**config.mk**
```make
export PLATFORM = sky130hd
export DESIGN_NAME = display_test_pattern_generator_top
export DESIGN_NICKNAME = d
export VERILOG_FILES = /design/src/tpg_pkg.sv /design/src/tpg_csr.sv /design/src/tpg_front.sv /design/src/tpg_queue.sv /design/src/tpg_back.sv /design/src/display_test_pattern_generator_top.sv
export SDC_FILE = /design/constraint.sdc
export NUM_CORES = 1
export LEC_CHECK = 0
export BUFFER_PORTS_ARGS = -buffer_cell sky130_fd_sc_hd__buf_4
export CORE_UTILIZATION = 30
export DETAILED_ROUTE_END_ITERATION = 6
export SETUP_SLACK_MARGIN = 0.3
export SYNTH_ARGS = -nofsm -noshare
export SYNTH_HDL_FRONTEND = slang
export SYNTH_SLANG_ARGS = --single-unit
```
**constraint.sdc**
```tcl
create_clock -name clock -period 6.65 [get_ports clock]
set_input_delay 0.665 -clock clock [delete_from_list [all_inputs] [get_ports clock]]
set_output_delay 0.665 -clock clock [all_outputs]
set_load 0.005 [all_outputs]
```
**src/tpg_pkg.sv**
```systemverilog
`timescale 1ns / 1ps
`default_nettype none
// ----------------------------------------------------------------------------
// Test pattern generator package
// Payload, configuration and classification types, pattern constants and
// small helper functions shared by the generator modules.
// ----------------------------------------------------------------------------
package tpg_pkg;

   localparam int COORD_BITS = 12;
   localparam int ADDR_BITS  = 2 * COORD_BITS;
   localparam int COLOR_BITS = 16;
   // Frame height over ten fits in this many bits
   localparam int BAND_BITS  = COORD_BITS - 3;
   // Signed box offsets and pixel distances from the box corner
   localparam int OFFS_BITS  = COORD_BITS + 2;

   localparam int NUM_BARS       = 8;
   localparam int BAR_INDEX_BITS = 3;
   localparam int CELL_SHIFT     = 5;
   localparam int BOX_W          = 640;
   localparam int BOX_H          = 480;
   localparam int BOX_INSET      = 8;
   localparam int BOX_EDGE       = 4;

   // Height / 10 as (height * 6554) >> 16, exact over the coordinate range
   localparam int BAND_RECIP      = 6554;
   localparam int BAND_RECIP_BITS = 13;
   localparam int BAND_SHIFT      = 16;
   localparam int BAND_PROD_BITS  = COORD_BITS + BAND_RECIP_BITS;

   localparam int CSR_INDEX_BITS = 2;
   localparam logic [CSR_INDEX_BITS-1:0] CSR_FRAME_WIDTH  = 2'd0;
   localparam logic [CSR_INDEX_BITS-1:0] CSR_FRAME_HEIGHT = 2'd1;
   localparam logic [CSR_INDEX_BITS-1:0] CSR_LINE_STRIDE  = 2'd2;

   localparam int RESET_WIDTH  = 720;
   localparam int RESET_HEIGHT = 1280;
   localparam int RESET_STRIDE = 720;
   localparam int RESET_BAND   = RESET_HEIGHT / 10;
   localparam int RESET_BOX_X  = (RESET_WIDTH - BOX_W) / 2;
   localparam int RESET_BOX_Y  = (RESET_HEIGHT - BOX_H) / 2;

   localparam logic [COLOR_BITS-1:0] COLOR_EDGE  = 16'hFEE0;
   localparam logic [COLOR_BITS-1:0] COLOR_FILL  = 16'h118C;
   localparam logic [COLOR_BITS-1:0] COLOR_LIGHT = 16'hCE59;
   localparam logic [COLOR_BITS-1:0] COLOR_DARK  = 16'h2945;
   localparam logic [COLOR_BITS-1:0] COLOR_BLACK = 16'h0000;

   typedef struct packed {
      logic [COORD_BITS-1:0] pixel_x;
      logic [COORD_BITS-1:0] pixel_y;
   } req_type;

   typedef struct packed {
      logic [ADDR_BITS-1:0]  pixel_address;
      logic [COLOR_BITS-1:0] pixel_color;
      logic                  pixel_inside;
   } rsp_type;

   typedef struct packed {
      logic [COORD_BITS-1:0]       width;
      logic [COORD_BITS-1:0]       height;
      logic [COORD_BITS-1:0]       stride;
      logic [BAND_BITS-1:0]        band;
      logic signed [OFFS_BITS-1:0] box_x;
      logic signed [OFFS_BITS-1:0] box_y;
   } cfg_type;

   // Classified pixel, queued between the front and back ends
   typedef struct packed {
      logic [ADDR_BITS-1:0]      row_base;
      logic [COORD_BITS-1:0]     pixel_x;
      logic                      in_frame;
      logic                      in_box;
      logic                      box_edge;
      logic                      box_fill;
      logic                      in_bars;
      logic [BAR_INDEX_BITS-1:0] bar_index;
      logic                      parity;
   } tag_type;

   function automatic logic [COLOR_BITS-1:0] bar_color(
      input logic [BAR_INDEX_BITS-1:0] index);
      logic [COLOR_BITS-1:0] color;
      begin
         case (index)
            3'd0:    color = 16'hF800;
            3'd1:    color = 16'hFFE0;
            3'd2:    color = 16'h07E0;
            3'd3:    color = 16'h07FF;
            3'd4:    color = 16'h001F;
            3'd5:    color = 16'hF81F;
            3'd6:    color = 16'hFFFF;
            default: color = 16'h2104;
         endcase
         bar_color = color;
      end
   endfunction

   function automatic logic [BAND_BITS-1:0] band_height(
      input logic [COORD_BITS-1:0] height);
      logic [BAND_PROD_BITS-1:0] prod;
      begin
         prod = BAND_PROD_BITS'(height) * BAND_PROD_BITS'(BAND_RECIP);
         band_height = prod[BAND_SHIFT +: BAND_BITS];
      end
   endfunction

   // (size - span) / 2, truncated toward zero
   function automatic logic signed [OFFS_BITS-1:0] box_offset(
      input logic [COORD_BITS-1:0] size,
      input logic [COORD_BITS-1:0] span);
      logic signed [OFFS_BITS-1:0] diff;
      begin
         diff = $signed(OFFS_BITS'(size)) - $signed(OFFS_BITS'(span));
         if (diff < 0) begin
            box_offset = (diff + $signed(OFFS_BITS'(1))) >>> 1;
         end else begin
            box_offset = diff >>> 1;
         end
      end
   endfunction

endpackage
`default_nettype wire

```
**src/tpg_csr.sv**
```systemverilog
`timescale 1ns / 1ps
`default_nettype none
// ----------------------------------------------------------------------------
// Test pattern generator configuration registers
// Holds frame size and stride, and precomputes band height and box offsets
// from the written data so they are valid the cycle after a write.
// ----------------------------------------------------------------------------
module tpg_csr (
   input  wire                                     clock,
   input  wire                                     reset,
   input  wire                                     csr_valid,
   output logic                                    csr_ready,
   input  wire [tpg_pkg::CSR_INDEX_BITS-1:0]       csr_index,
   input  wire [tpg_pkg::COORD_BITS-1:0]           csr_wdata,
   output tpg_pkg::cfg_type                        cfg
);

   tpg_pkg::cfg_type cfg_ff;

   assign csr_ready = 1'b1;
   assign cfg       = cfg_ff;

   always_ff @(posedge clock) begin
      if (reset) begin
         cfg_ff.width  <= tpg_pkg::COORD_BITS'(tpg_pkg::RESET_WIDTH);
         cfg_ff.height <= tpg_pkg::COORD_BITS'(tpg_pkg::RESET_HEIGHT);
         cfg_ff.stride <= tpg_pkg::COORD_BITS'(tpg_pkg::RESET_STRIDE);
         cfg_ff.band   <= tpg_pkg::BAND_BITS'(tpg_pkg::RESET_BAND);
         cfg_ff.box_x  <= tpg_pkg::OFFS_BITS'(tpg_pkg::RESET_BOX_X);
         cfg_ff.box_y  <= tpg_pkg::OFFS_BITS'(tpg_pkg::RESET_BOX_Y);
      end else if (csr_valid) begin
         case (csr_index)
            tpg_pkg::CSR_FRAME_WIDTH: begin
               cfg_ff.width <= csr_wdata;
               cfg_ff.box_x <= tpg_pkg::box_offset(csr_wdata,
                                  tpg_pkg::COORD_BITS'(tpg_pkg::BOX_W));
            end
            tpg_pkg::CSR_FRAME_HEIGHT: begin
               cfg_ff.height <= csr_wdata;
               cfg_ff.band   <= tpg_pkg::band_height(csr_wdata);
               cfg_ff.box_y  <= tpg_pkg::box_offset(csr_wdata,
                                   tpg_pkg::COORD_BITS'(tpg_pkg::BOX_H));
            end
            tpg_pkg::CSR_LINE_STRIDE: begin
               cfg_ff.stride <= csr_wdata;
            end
            default: begin
               // drop writes to unmapped indexes
            end
         endcase
      end
   end

endmodule
`default_nettype wire

```
**src/tpg_front.sv**
```systemverilog
`timescale 1ns / 1ps
`default_nettype none
// ----------------------------------------------------------------------------
// Test pattern generator front end
// Accepts pixel coordinates and classifies each into pattern layer, bar
// index, checker parity and box region; forms the row base address.
// ----------------------------------------------------------------------------
module tpg_front (
   input  wire                      req_valid,
   output logic                     req_stall,
   input  wire tpg_pkg::req_type    req_data,
   input  wire tpg_pkg::cfg_type    cfg,
   input  wire                      queue_full,
   output logic                     push,
   output tpg_pkg::tag_type         tag
);

   logic [tpg_pkg::COORD_BITS-1:0]       px;
   logic [tpg_pkg::COORD_BITS-1:0]       py;
   logic [tpg_pkg::COORD_BITS-1:0]       bars_end;
   logic [tpg_pkg::COORD_BITS-1:0]       band_ext;
   logic [tpg_pkg::COORD_BITS-1:0]       thresh;
   logic [tpg_pkg::COORD_BITS-1:0]       below_bars;
   logic [tpg_pkg::BAR_INDEX_BITS-1:0]   bar_index;
   logic signed [tpg_pkg::OFFS_BITS-1:0] dx;
   logic signed [tpg_pkg::OFFS_BITS-1:0] dy;

   assign req_stall = queue_full;
   assign push      = req_valid && !queue_full;

   assign px         = req_data.pixel_x;
   assign py         = req_data.pixel_y;
   assign band_ext   = tpg_pkg::COORD_BITS'(cfg.band);
   assign bars_end   = {cfg.band, 3'b000};
   assign below_bars = py - bars_end;

   // Count the band boundaries at or above which the row lies
   always_comb begin
      bar_index = '0;
      thresh    = '0;
      for (int k = 1; k < tpg_pkg::NUM_BARS; k++) begin
         thresh = tpg_pkg::COORD_BITS'(k) * band_ext;
         if (py >= thresh) begin
            bar_index = bar_index + tpg_pkg::BAR_INDEX_BITS'(1);
         end
      end
   end

   assign dx = $signed(tpg_pkg::OFFS_BITS'(px)) - cfg.box_x;
   assign dy = $signed(tpg_pkg::OFFS_BITS'(py)) - cfg.box_y;

   always_comb begin
      tag.row_base  = tpg_pkg::ADDR_BITS'(py) * tpg_pkg::ADDR_BITS'(cfg.stride);
      tag.pixel_x   = px;
      tag.in_frame  = (px < cfg.width) && (py < cfg.height);
      tag.in_box    = (dx >= 0) && (dx < tpg_pkg::BOX_W) &&
                      (dy >= 0) && (dy < tpg_pkg::BOX_H);
      tag.box_edge  = (dy < tpg_pkg::BOX_EDGE) ||
                      (dy >= tpg_pkg::BOX_H - tpg_pkg::BOX_EDGE) ||
                      (dx < tpg_pkg::BOX_EDGE) ||
                      (dx >= tpg_pkg::BOX_W - tpg_pkg::BOX_EDGE);
      tag.box_fill  = (dx >= tpg_pkg::BOX_INSET) &&
                      (dx < tpg_pkg::BOX_W - tpg_pkg::BOX_INSET) &&
                      (dy >= tpg_pkg::BOX_INSET) &&
                      (dy < tpg_pkg::BOX_H - tpg_pkg::BOX_INSET);
      tag.in_bars   = py < bars_end;
      tag.bar_index = bar_index;
      // Cell rows start at the end of the bars
      tag.parity    = px[tpg_pkg::CELL_SHIFT] ^ bars_end[tpg_pkg::CELL_SHIFT] ^
                      below_bars[tpg_pkg::CELL_SHIFT];
   end

endmodule
`default_nettype wire

```
**src/tpg_queue.sv**
```systemverilog
`timescale 1ns / 1ps
`default_nettype none
// ----------------------------------------------------------------------------
// Test pattern generator queue
// Short first-in first-out buffer of classified pixels between the front
// and back ends.
// ----------------------------------------------------------------------------
module tpg_queue #(
   parameter int DEPTH = 4
) (
   input  wire                      clock,
   input  wire                      reset,
   input  wire                      push,
   input  wire tpg_pkg::tag_type    push_data,
   input  wire                      pop,
   output tpg_pkg::tag_type         pop_data,
   output logic                     full,
   output logic                     not_empty
);

   localparam int PTR_BITS   = $clog2(DEPTH);
   localparam int COUNT_BITS = $clog2(DEPTH + 1);

   tpg_pkg::tag_type       slots_ff [DEPTH];
   logic [PTR_BITS-1:0]    wr_ptr_ff;
   logic [PTR_BITS-1:0]    wr_ptr_in;
   logic [PTR_BITS-1:0]    rd_ptr_ff;
   logic [PTR_BITS-1:0]    rd_ptr_in;
   logic [COUNT_BITS-1:0]  count_ff;
   logic [COUNT_BITS-1:0]  count_in;

   assign full      = (count_ff == COUNT_BITS'(DEPTH));
   assign not_empty = (count_ff != '0);
   assign pop_data  = slots_ff[rd_ptr_ff];

   always_comb begin
      wr_ptr_in = wr_ptr_ff;
      rd_ptr_in = rd_ptr_ff;
      count_in  = count_ff;
      if (push) begin
         wr_ptr_in = (wr_ptr_ff == PTR_BITS'(DEPTH - 1)) ? '0 : wr_ptr_ff + 1'b1;
      end
      if (pop) begin
         rd_ptr_in = (rd_ptr_ff == PTR_BITS'(DEPTH - 1)) ? '0 : rd_ptr_ff + 1'b1;
      end
      if (push && !pop) begin
         count_in = count_ff + 1'b1;
      end else if (pop && !push) begin
         count_in = count_ff - 1'b1;
      end
   end

   always_ff @(posedge clock) begin
      if (reset) begin
         wr_ptr_ff <= '0;
         rd_ptr_ff <= '0;
         count_ff  <= '0;
      end else begin
         wr_ptr_ff <= wr_ptr_in;
         rd_ptr_ff <= rd_ptr_in;
         count_ff  <= count_in;
      end
   end

   always_ff @(posedge clock) begin
      if (push) begin
         slots_ff[wr_ptr_ff] <= push_data;
      end
   end

endmodule
`default_nettype wire

```
**src/tpg_back.sv**
```systemverilog
`timescale 1ns / 1ps
`default_nettype none
// ----------------------------------------------------------------------------
// Test pattern generator back end
// Resolves the layered color, completes the word address and holds the
// result in the output register until the receiver takes it.
// ----------------------------------------------------------------------------
module tpg_back (
   input  wire                      clock,
   input  wire                      reset,
   input  wire                      not_empty,
   input  wire tpg_pkg::tag_type    tag,
   output logic                     pop,
   output logic                     rsp_valid,
   input  wire                      rsp_stall,
   output tpg_pkg::rsp_type         rsp_data
);

   logic                              rsp_valid_ff;
   logic                              rsp_valid_in;
   tpg_pkg::rsp_type                  rsp_data_ff;
   tpg_pkg::rsp_type                  rsp_data_in;
   logic [tpg_pkg::COLOR_BITS-1:0]    color;

   // Refill the output register when it is empty or being taken
   assign pop          = not_empty && (!rsp_valid_ff || !rsp_stall);
   assign rsp_valid_in = pop || (rsp_valid_ff && rsp_stall);

   always_comb begin
      if (!tag.in_frame) begin
         color = tpg_pkg::COLOR_BLACK;
      end else if (tag.in_box) begin
         if (tag.box_edge) begin
            color = tpg_pkg::COLOR_EDGE;
         end else if (tag.box_fill) begin
            color = tpg_pkg::COLOR_FILL;
         end else begin
            color = tpg_pkg::COLOR_BLACK;
         end
      end else if (tag.in_bars) begin
         color = tpg_pkg::bar_color(tag.bar_index);
      end else if (tag.parity) begin
         color = tpg_pkg::COLOR_LIGHT;
      end else begin
         color = tpg_pkg::COLOR_DARK;
      end
   end

   always_comb begin
      rsp_data_in.pixel_address = tag.row_base + tpg_pkg::ADDR_BITS'(tag.pixel_x);
      rsp_data_in.pixel_color   = color;
      rsp_data_in.pixel_inside  = tag.in_frame;
   end

   always_ff @(posedge clock) begin
      if (reset) begin
         rsp_valid_ff <= 1'b0;
      end else begin
         rsp_valid_ff <= rsp_valid_in;
      end
   end

   always_ff @(posedge clock) begin
      if (pop) begin
         rsp_data_ff <= rsp_data_in;
      end
   end

   assign rsp_valid = rsp_valid_ff;
   assign rsp_data  = rsp_data_ff;

endmodule
`default_nettype wire

```
**src/display_test_pattern_generator_top.sv**
```systemverilog
`timescale 1ns / 1ps
`default_nettype none
// An accepted transaction is queued, then popped into the rsp_valid output register.
// Throughput: one pixel per cycle while rsp_stall is low, set by the classify and
//   resolve stages and the QUEUE_DEPTH-entry queue between them.
// Reset: synchronous; empties the queue and output register and loads the
//   720x1280 frame with stride 720. Register writes take effect next cycle.
// ----------------------------------------------------------------------------
// Display test pattern generator
// Gives the framebuffer word address and RGB565 color of each pixel under a
// color bar, checkerboard and centered box pattern.
// ----------------------------------------------------------------------------
module display_test_pattern_generator_top #(
   parameter int QUEUE_DEPTH = 4
) (
   input  wire                                 clock,
   input  wire                                 reset,
   input  wire                                 req_valid,
   output logic                                req_stall,
   input  wire tpg_pkg::req_type               req_data,
   output logic                                rsp_valid,
   input  wire                                 rsp_stall,
   output tpg_pkg::rsp_type                    rsp_data,
   input  wire                                 csr_valid,
   output logic                                csr_ready,
   input  wire [tpg_pkg::CSR_INDEX_BITS-1:0]   csr_index,
   input  wire [tpg_pkg::COORD_BITS-1:0]       csr_wdata
);

   tpg_pkg::cfg_type  cfg;
   tpg_pkg::tag_type  push_tag;
   tpg_pkg::tag_type  head_tag;
   logic              push;
   logic              pop;
   logic              queue_full;
   logic              queue_not_empty;

   tpg_csr u_csr (
      .clock     (clock),
      .reset     (reset),
      .csr_valid (csr_valid),
      .csr_ready (csr_ready),
      .csr_index (csr_index),
      .csr_wdata (csr_wdata),
      .cfg       (cfg)
   );

   tpg_front u_front (
      .req_valid  (req_valid),
      .req_stall  (req_stall),
      .req_data   (req_data),
      .cfg        (cfg),
      .queue_full (queue_full),
      .push       (push),
      .tag        (push_tag)
   );

   tpg_queue #(
      .DEPTH (QUEUE_DEPTH)
   ) u_queue (
      .clock     (clock),
      .reset     (reset),
      .push      (push),
      .push_data (push_tag),
      .pop       (pop),
      .pop_data  (head_tag),
      .full      (queue_full),
      .not_empty (queue_not_empty)
   );

   tpg_back u_back (
      .clock     (clock),
      .reset     (reset),
      .not_empty (queue_not_empty),
      .tag       (head_tag),
      .pop       (pop),
      .rsp_valid (rsp_valid),
      .rsp_stall (rsp_stall),
      .rsp_data  (rsp_data)
   );

endmodule
`default_nettype wire

```
==> results of run 1 <==
==> through the flow <==
stage	cells	setup slack, ns
floorplan	2275	0.5697
global placement	3376	0.3094
detailed placement	3376	0.3194
CTS	3436	0.5120
global route	3436	0.3151
finish	3436	0.7045
==> final timing paths <==
path,cells past startpoint,to,slack (ns)
setup / recovery,25,u_queue.slots_ff[3][3],0.70
hold / removal,3,u_back.rsp_valid,0.38
setup reg to reg,25,u_queue.slots_ff[3][3],0.70
hold reg to reg,2,u_csr.cfg[71],0.45
==> state kept, by name, summed over array words and instances, names as in the netlist, named ones only <==
signal and cells:
u_queue.slots_ff 180, u_queue.rd_ptr_ff 2, u_csr.cfg 71, u_back.rsp_valid 1
u_queue.wr_ptr_ff 2, u_back.rsp_data 39, u_queue.count_ff 3
==> cells by family after synthesis <==
logic type | share of synthesized area
AND/OR/NAND/NOR | 0.1084
multiplexers | 0.04585
flip-flops | 0.3394
other | 0.0001553
adder cells (fa/ha/maj) | 0.2997
XOR/XNOR | 0.04652
buffers and inverters | 0.06035
AO/OA/AOI/OAI | 0.09957
==> final cells by class <==
cell class                      count  share of cell area
Sequential cell                   300              0.3019
Clock inverter                     12            0.005060
Tap cell                         1050             0.04830
Inverter                          317             0.04375
Clock buffer                       48             0.03473
Multi-Input combinational cell   1591              0.5337
Timing Repair Buffer              118             0.03257
==> power by group through the flow <==
stage / clock [µW] / combinational, µW / sequential [µW]
final: 1830 / 4780 / 2930
after global routing: 1940 / 5430 / 2980
after CTS: 1880 / 4880 / 2950
after detailed placement: 0 / 4840 / 2990
after global placement: 0 / 4800 / 2980
after floorplan: 0 / 3370 / 2900
==> per-layer routing <==
layer	GRT usage	up-vias	routed length [µm]
met5	0	-	0
met4	0.03810	0	1315
met3	0.02329	81	2763
met2	0.2422	338	27150
met1	0.1934	7894	26750
li1	-	7986	-
==> cells in the mapped netlist, types with 7 or more instances <==
cell type  instances  share of area
nor3_1            24         0.0050
a31oi_1            8         0.0021
fa_1             153           0.13
mux4_2            45          0.042
o31ai_1            7         0.0022
or3_1             11         0.0028
edfxtp_1         219           0.27
o21bai_1          14         0.0044
o21ai_0           61          0.013
o211ai_1          20         0.0062
o21ai_1            8         0.0017
a21oi_1          119          0.025
inv_1            317          0.049
nand2b_1          19         0.0049
xnor2_1           79          0.029
nor2_1            89          0.014
nor2b_1           22         0.0057
dfxtp_1           81          0.067
clkbuf_1          56         0.0087
xor2_1            36          0.013
and2_1            77          0.020
a21o_1            45          0.014
a211oi_1          22         0.0068
nand2_1          233          0.036
o21a_1            22         0.0068
nand3_1           40         0.0083
and3_1            11         0.0028
ha_1             332           0.17
==> critical path: cells and delay by family (launching register included) <==
family,cells,cell delay (ns)
AOI/OAI and AO/OA,9,1.88
adders and majority gates,6,1.77
xor gates and xnor gates,3,0.72
DFF,1,0.55
and+or+nand+nor,6,0.48
muxes,1,0.28
==> metrics.txt, run 1 <==
status=finished clean; most frequent cells in the layout=332 x ha_1, 317 x inv_1, 233 x nand2_1; critical path's largest stage delay=about 0.55 ns; Avg Cell Area, Syn=~11 µm²; cell area power density=around 350 nW/µm²; Die X=between 200 and 300 µm; Antenna diodes=0; grt total ovfl=0; CP Capture Type=register; leakage power=approximately 0.012 µW; Post CTS Setup Buffer Count=0; crit share post-route=0.8941; clock root cell=clkbuf_16; Switch Pwr=3669 µW; global placement routability congestion=about 0.82; part of the power in registers=0.307; switch share=0.3847; Clk pin slew, worst setup/hold paths=0.05 ns; Initial DRT Pass Iterations=5; CTS Buf Count=35; crit path launch type=register; fraction of registers with async set or reset after synthesis=0; IO Port Bufs=85; Slew Limit Headroom=0.3241; FILL cells=between 7000 and 8000; Reg area=just over 8000 µm²; Die Ht=~290 µm; final wirelength=57980 µm; cell internal pwr=between 5000 and 6000 µW; hold buffer count at cts=0; total power=around 9500 µW; Mapped Nets=2803; kind of critical path=register to register; Seq/Total Area, Yosys=0.3394; hold crit path type=input pin to register; die area=81640 µm²; largest net degree at the start of global routing=64; initial antenna violation count=4; Placed Area=26100 µm²; Setup TNS Final=0 ns; leading register cell type out of synthesis=edfxtp_1; via count=between 15000 and 20000; nets@finish=just under 3000; Max-Cap Viols=0; post-synthesis register bit count=300; Gate Count Post-Synth=2275; CTS tree=done; initial core utilization=0.3047; DR vias/cell=around 4.7; area of the core=79260 µm²; most frequent CP cell=ha_1; Critical path origin=u_csr.cfg[31]; clock share of power=0.192; post-detail-place hpwl=44930 µm; Post-route DRC=0; fin util=0.3432; Mapped Area=between 20000 and 25000 µm²; CP Data Required Time=6.92 ns; crit path max-delay cell type=dfxtp_1; clock sink count=300; CP Max Fanout=7; commonest non-fill, non-tap cell in the layout=ha_1; first-pass GRT wire length=~90000 µm; Yosys warning total=0; layout cells sized above 1=0.1060; unrepaired setup endpoints after global routing=no; ANT nets after route=0; clk_skew=0.01669 ns; RR Startpoint=u_csr.cfg[31]; hold_ws=0.3849 ns; Worst VDD drop=roughly 190 µV; # IOs=87; clk_lat worst skew=about 0.54 ns; Pins Over Slew Limit=0; fin area=27200 µm²; hold_sp=rsp_stall; # H-tree levels=2; # rows=about 100; # setup viols final=0; vias in the first global route=16460; number of flops mapped to enable cells by yosys=219; Synth-to-Final Area Change=12.62%; Avg WL per Cell=~17 µm; footprint of the multi-input gates=roughly 15000 µm²; WP data arrival=6.21 ns; minimum clock period=5.946 ns; Worst Tran Pin Value=between 0.9 and 1 ns; Initial DRC Count=around 1100; Max Fclk=0.1682 GHz; final hold vios=0; clock buffer depth=3; Comb power frac=0.501; post-cts resize count=0; total global-route track usage=0.1447; post-synth cell types=80
(Power assumes the default switching activity.)
==> run 2, diff against run 1 <==
- PLACE_DENSITY: unset -> 0.43
==> metrics.txt, run 2 (synthesis gave the netlist of run 1 again) <==
status=finished clean (unchanged); Worst Tran Pin Value=0.8957 ns (was 0.9980 ns); area of the core=79260 µm² (unchanged); FILL cells=7995 (was 7971); total global-route track usage=0.1584 (was 0.1447); Worst Setup EP=u_queue.slots_ff[0][3] (was u_queue.slots_ff[3][3]); worst reg-to-reg path cell count=28 (was 25); CP Max Fanout=5 (was 7); Slew Limit Headroom=0.3934 (was 0.3241); final hold vios=0 (unchanged); Pins Over Slew Limit=0 (unchanged); CP Capture Type=register (unchanged); family with the most delay on the worst path=adder cells (was compound AO/OA/AOI/OAI gates); # IOs=87 (unchanged); Post-route DRC=0 (unchanged); via count=16284 (was 16299); clock sink count=300 (unchanged); Critical path buffers and inverters=3 (was 0); Max-Cap Viols=0 (unchanged); hold buffer count at cts=0 (unchanged); most frequent cells in the layout=331 x ha_1, 315 x inv_1, 233 x nand2_1 (was 332 x ha_1, 317 x inv_1, 233 x nand2_1); post-detail-place hpwl=49300 µm (was 44930 µm); global placement routability congestion=0.8367 (was 0.8188); RR Startpoint=u_csr.cfg[29] (was u_csr.cfg[31]); Biggest register=u_queue.slots_ff (unchanged); # setup viols final=0 (unchanged); # H-tree levels=2 (unchanged); clock buffer depth=3 (unchanged); initial antenna violation count=1 (was 4); CP Data Required Time=6.95 ns (was 6.92 ns); Clk pin slew, worst setup/hold paths=0.06 ns (was 0.05 ns); total power=9746 µW (was 9537 µW); grt total ovfl=0 (unchanged); Initial DRC Count=749 (was 1068); IO Port Bufs=85 (unchanged); leakage power=0.01178 µW (was 0.01170 µW); most frequent CP cell=ha_1 (unchanged); largest net degree at the start of global routing=65 (was 64); max FFs per register=180 (unchanged); crit path max-delay cell type=fa_1 (was dfxtp_1); fin util=0.3450 (was 0.3432); hold crit path type=input pin to register (unchanged); Die Ht=285.7 µm (unchanged); final wirelength=63600 µm (was 57980 µm); RR Endpoint=u_queue.slots_ff[0][3] (was u_queue.slots_ff[3][3]); layout cells sized above 1=0.1110 (was 0.1060); clk_skew=0.01732 ns (was 0.01669 ns); commonest non-fill, non-tap cell in the layout=ha_1 (unchanged); ANT nets after route=0 (unchanged); unrepaired setup endpoints after global routing=no (unchanged); Initial DRT Pass Iterations=5 (unchanged); DR vias/cell=4.723 (was 4.744); vias in the first global route=17442 (was 16460); first-pass GRT wire length=99510 µm (was 92480 µm); kind of critical path=register to register (unchanged); crit path launch type=register (unchanged); minimum clock period=6.004 ns (was 5.946 ns); Setup Slack @ Placement=0.1735 ns (was 0.3194 ns); Setup TNS Final=0 ns (unchanged); CTS tree=done (unchanged); critical path's largest stage delay=0.46 ns (was 0.55 ns); Die X=285.7 µm (unchanged); # rows=103 (unchanged); clk_lat worst skew=0.55 ns (was 0.54 ns); Synth-to-Final Area Change=13.23% (was 12.62%); CTS Buf Count=37 (was 35); die area=81640 µm² (unchanged); clock root cell=clkbuf_16 (unchanged); fin area=27350 µm² (was 27200 µm²); WP depth=28 (was 25); cell area power density=356.4 nW/µm² (was 350.6 nW/µm²); nets@finish=2899 (was 2891); initial core utilization=0.3047 (unchanged); R2R Setup Slk=0.65 ns (was 0.70 ns); crit share post-route=0.9029 (was 0.8941); Critical path origin=u_csr.cfg[29] (was u_csr.cfg[31]); WP data arrival=6.31 ns (was 6.21 ns); Placed Area=26130 µm² (was 26100 µm²); Avg WL per Cell=18.44 µm (was 16.87 µm); Worst VDD drop=179.7 µV (was 194.6 µV); Max Fclk=0.1666 GHz (was 0.1682 GHz); worst setup margin=0.6459 ns (was 0.7045 ns)
==> run 2: cell count changes in the layout (fill, tap and decap cells not counted), sizes merged <==
cell      before  now
clkinvlp       1    2
diode          0    2
clkbuf        48   46
buf          118  124
inv          320  317
clkinv         6   14
==> run 2: worst min-delay path by stage <==
stage / from / to / slack, ns / depth (start not counted)
global placement: u_csr.cfg[51] / u_csr.cfg[51] / 0.44 / 2
floorplan: u_csr.cfg[20] / u_csr.cfg[20] / 0.43 / 2
finish: req_data[22] / u_queue.slots_ff[0][19] / 0.36 / 1
global route: req_data[22] / u_queue.slots_ff[0][19] / 0.35 / 1
CTS: req_data[22] / u_queue.slots_ff[0][19] / 0.34 / 1
detailed placement: u_csr.cfg[24] / u_csr.cfg[24] / 0.45 / 2
==> run 2: layer usage <==
layer,vias to the layer above,global-route usage,share of wire
li1,8003,-,-
met1,7999,0.2060,0.46
met2,222,0.2792,0.49
met3,60,0.01962,0.030
met4,0,0.03543,0.017
met5,-,0,0
==> run 2: where the power goes <==
part	internal [µW]	switching (µW)	total, µW
combinational	2050	2830	4890
sequential	2750	172	2920
clock	1150	789	1940
==> run 2: cell type report <==
type	instances	area, µm²	share of cell area
Antenna cell	2	5.005	0.0001830
Multi-Input combinational cell	1591	14520	0.5311
Sequential cell	300	8209	0.3002
Timing Repair Buffer	124	934.6	0.03418
Inverter	317	1194	0.04365
Tap cell	1050	1314	0.04804
Clock inverter	18	166.4	0.006085
Clock buffer	46	1001	0.03660
==> run 2: stage by stage <==
stage | std cells | hold WS (ns)
floorplan | 2275 | 0.4319
global placement | 3380 | 0.4446
detailed placement | 3380 | 0.4462
CTS | 3444 | 0.3390
global route | 3446 | 0.3510
finish | 3448 | 0.3626
==> run 2: what timing repair did <==
item | in CTS | in global routing
endpoints found under the setup margin | 4 | 8
gates resized for setup | 1 | 13
pin swaps | 0 | 3
buffers inserted | 0 | 2
==> run 3, diff against run 2 <==
- RECOVER_POWER: unset -> 50
==> metrics.txt, run 3 (synthesis gave the netlist of run 1 again) <==
final hold vios=0 (unchanged); Worst VDD drop=179.7 µV (about the same); Die X=285.7 µm (unchanged); area of the core=79260 µm² (unchanged); worst reg-to-reg path cell count=28 (unchanged); placed cells=3380 (unchanged); Synth-to-Final Area Change=12.84% (was 13.23%); nets@finish=2899 (unchanged); CTS Buf Count=37 (unchanged); kind of critical path=register to register (unchanged); RR Startpoint=u_csr.cfg[29] (unchanged); RR Endpoint=u_queue.slots_ff[0][3] (unchanged); grt total ovfl=0 (unchanged); Avg WL per Cell=18.42 µm (was 18.44 µm); CTS tree=done (unchanged); via count=16265 (was 16284); failing checks=max-capacitance violations, max-slew violations; critical path's largest stage delay=0.46 ns (about the same); leakage power=0.01168 µW (was 0.01178 µW); Initial DRC Count=714 (was 749); Initial DRT Pass Iterations=5 (unchanged); CP Capture Type=register (unchanged); unrepaired setup endpoints after global routing=no (unchanged); # rows=103 (unchanged); hold_sp=rsp_stall (was req_data[22]); R2R Setup Slk=0.65 ns (about the same); Clk pin slew, worst setup/hold paths=0.06 ns (about the same); commonest non-fill, non-tap cell in the layout=ha_1 (unchanged); final wirelength=63530 µm (was 63600 µm); total global-route track usage=0.1584 (unchanged); Critical path buffers and inverters=3 (unchanged); # H-tree levels=2 (unchanged); fin cells=3448 (unchanged); most frequent CP cell=ha_1 (unchanged); Pins Over Slew Limit=290 (was 0); crit path launch type=register (unchanged); post-detail-place hpwl=49300 µm (unchanged); crit share post-route=0.9029 (about the same); minimum clock period=6.004 ns (about the same); Max Fclk=0.1665 GHz (was 0.1666 GHz); initial antenna violation count=1 (unchanged); CP Data Required Time=6.95 ns (about the same); crit path max-delay cell type=fa_1 (unchanged); IO Port Bufs=85 (unchanged); die area=81640 µm² (unchanged); largest net degree at the start of global routing=65 (unchanged); clock buffer depth=3 (unchanged); Comb power frac=0.499 (was 0.502); Switch Pwr=3787 µW (was 3794 µW); global placement routability congestion=0.8367 (unchanged); initial core utilization=0.3047 (unchanged); layout cells sized above 1=0.09975 (was 0.1110); Biggest register=u_queue.slots_ff (unchanged); # setup viols final=0 (unchanged); Worst Hold Depth=3 (was 1); Worst Tran Pin Value=3.200 ns (was 0.8957 ns); vias in the first global route=17442 (unchanged); hold buffer count at cts=0 (unchanged); switch share=0.3897 (was 0.3893); CP Max Fanout=5 (unchanged); family with the most delay on the worst path=adder cells (unchanged); # IOs=87 (unchanged); DR vias/cell=4.717 (was 4.723); clock root cell=clkbuf_16 (unchanged); Hold Path End=u_back.rsp_valid (was u_queue.slots_ff[0][19]); ANT nets after route=0 (unchanged); max FFs per register=180 (unchanged); Max-Cap Viols=6 (was 0); Die Ht=285.7 µm (unchanged); Post-route DRC=0 (unchanged); clock share of power=0.199 (about the same); cell area power density=356.6 nW/µm² (was 356.4 nW/µm²); clk_skew=0.01644 ns (was 0.01732 ns); cell internal pwr=5931 µW (was 5952 µW); total power=9718 µW (was 9746 µW); hold crit path type=input pin to register (unchanged); Setup TNS Final=0 ns (unchanged); Slew Limit Headroom=-1.133 (was 0.3934); part of the power in registers=0.301 (was 0.300); most frequent cells in the layout=331 x ha_1, 316 x inv_1, 233 x nand2_1 (was 331 x ha_1, 315 x inv_1, 233 x nand2_1); clk_lat worst skew=0.55 ns (about the same); first-pass GRT wire length=99510 µm (unchanged); FILL cells=8016 (was 7995); clock sink count=300 (unchanged); status=finished with violations (was finished clean); WP data arrival=6.31 ns (about the same)
## run 3: stage by stage
stage	util	hold WS, ns	setup slack, ns	area (µm²)
5_1_grt	0.3438	0.3884	0.3053	27250
4_1_cts	0.3445	0.3390	0.3925	27300
3_3_place_gp	0.3297	0.4446	0.1963	26130
3_5_place_dp	0.3297	0.4462	0.1735	26130
6_report	0.3438	0.3736	0.6457	27250
2_1_floorplan	-	0.4319	0.5697	24150
## run 3: how the worst max path moves through the flow
stage             startpoint                       to  slack, ns  depth (start not counted)
2_1_floorplan    req_data[9]  u_queue.slots_ff[0][44]       0.57                         21
6_report       u_csr.cfg[29]   u_queue.slots_ff[0][3]       0.65                         28
4_1_cts        u_csr.cfg[47]  u_queue.slots_ff[3][44]       0.39                         19
3_3_place_gp     req_data[1]  u_queue.slots_ff[2][44]       0.20                         20
5_1_grt        u_csr.cfg[29]   u_queue.slots_ff[0][3]       0.31                         28
3_5_place_dp     req_data[1]  u_queue.slots_ff[3][44]       0.17                         20
## run 3: layout make-up
| type | instances | area [µm²] | share of cell area |
|---|---|---|---|
| Tap cell | 1050 | 1314 | 0.04821 |
| Clock buffer | 46 | 1001 | 0.03673 |
| Multi-Input combinational cell | 1591 | 14520 | 0.5329 |
| Timing Repair Buffer | 124 | 840.8 | 0.03085 |
| Antenna cell | 2 | 5.005 | 0.0001836 |
| Clock inverter | 18 | 166.4 | 0.006106 |
| Inverter | 317 | 1194 | 0.04380 |
| Sequential cell | 300 | 8208 | 0.3012 |
## run 3: tightest hold or removal path, delay by kind of cell
kind | cells | cell delay (ns)
buffers and inverters | 1 | 0.11
and+or+nand+nor | 1 | 0.05
AOI/OAI and AO/OA | 1 | 0.05
## run 3: layer usage
| layer | wire [µm] | global-route usage |
|---|---|---|
| met1 | 29590 | 0.2060 |
| met5 | 0 | 0 |
| met2 | 31020 | 0.2792 |
| met4 | 1096 | 0.03543 |
| met3 | 1819 | 0.01962 |
## run 3: power groups by stage
stage	sequential (µW)	clock (µW)	combinational [µW]
4_1_cts	2930	2000	5030
5_1_grt	2980	2050	5510
3_3_place_gp	2960	0	4920
6_report	2930	1940	4850
2_1_floorplan	2900	0	3370
3_5_place_dp	2970	0	4990
## run 3: repair_timing
item	CTS	global route
gates cloned	0	0
buffers inserted	0	2
pin swaps	0	3
resized for setup	1	13
setup endpoints to repair	4	8
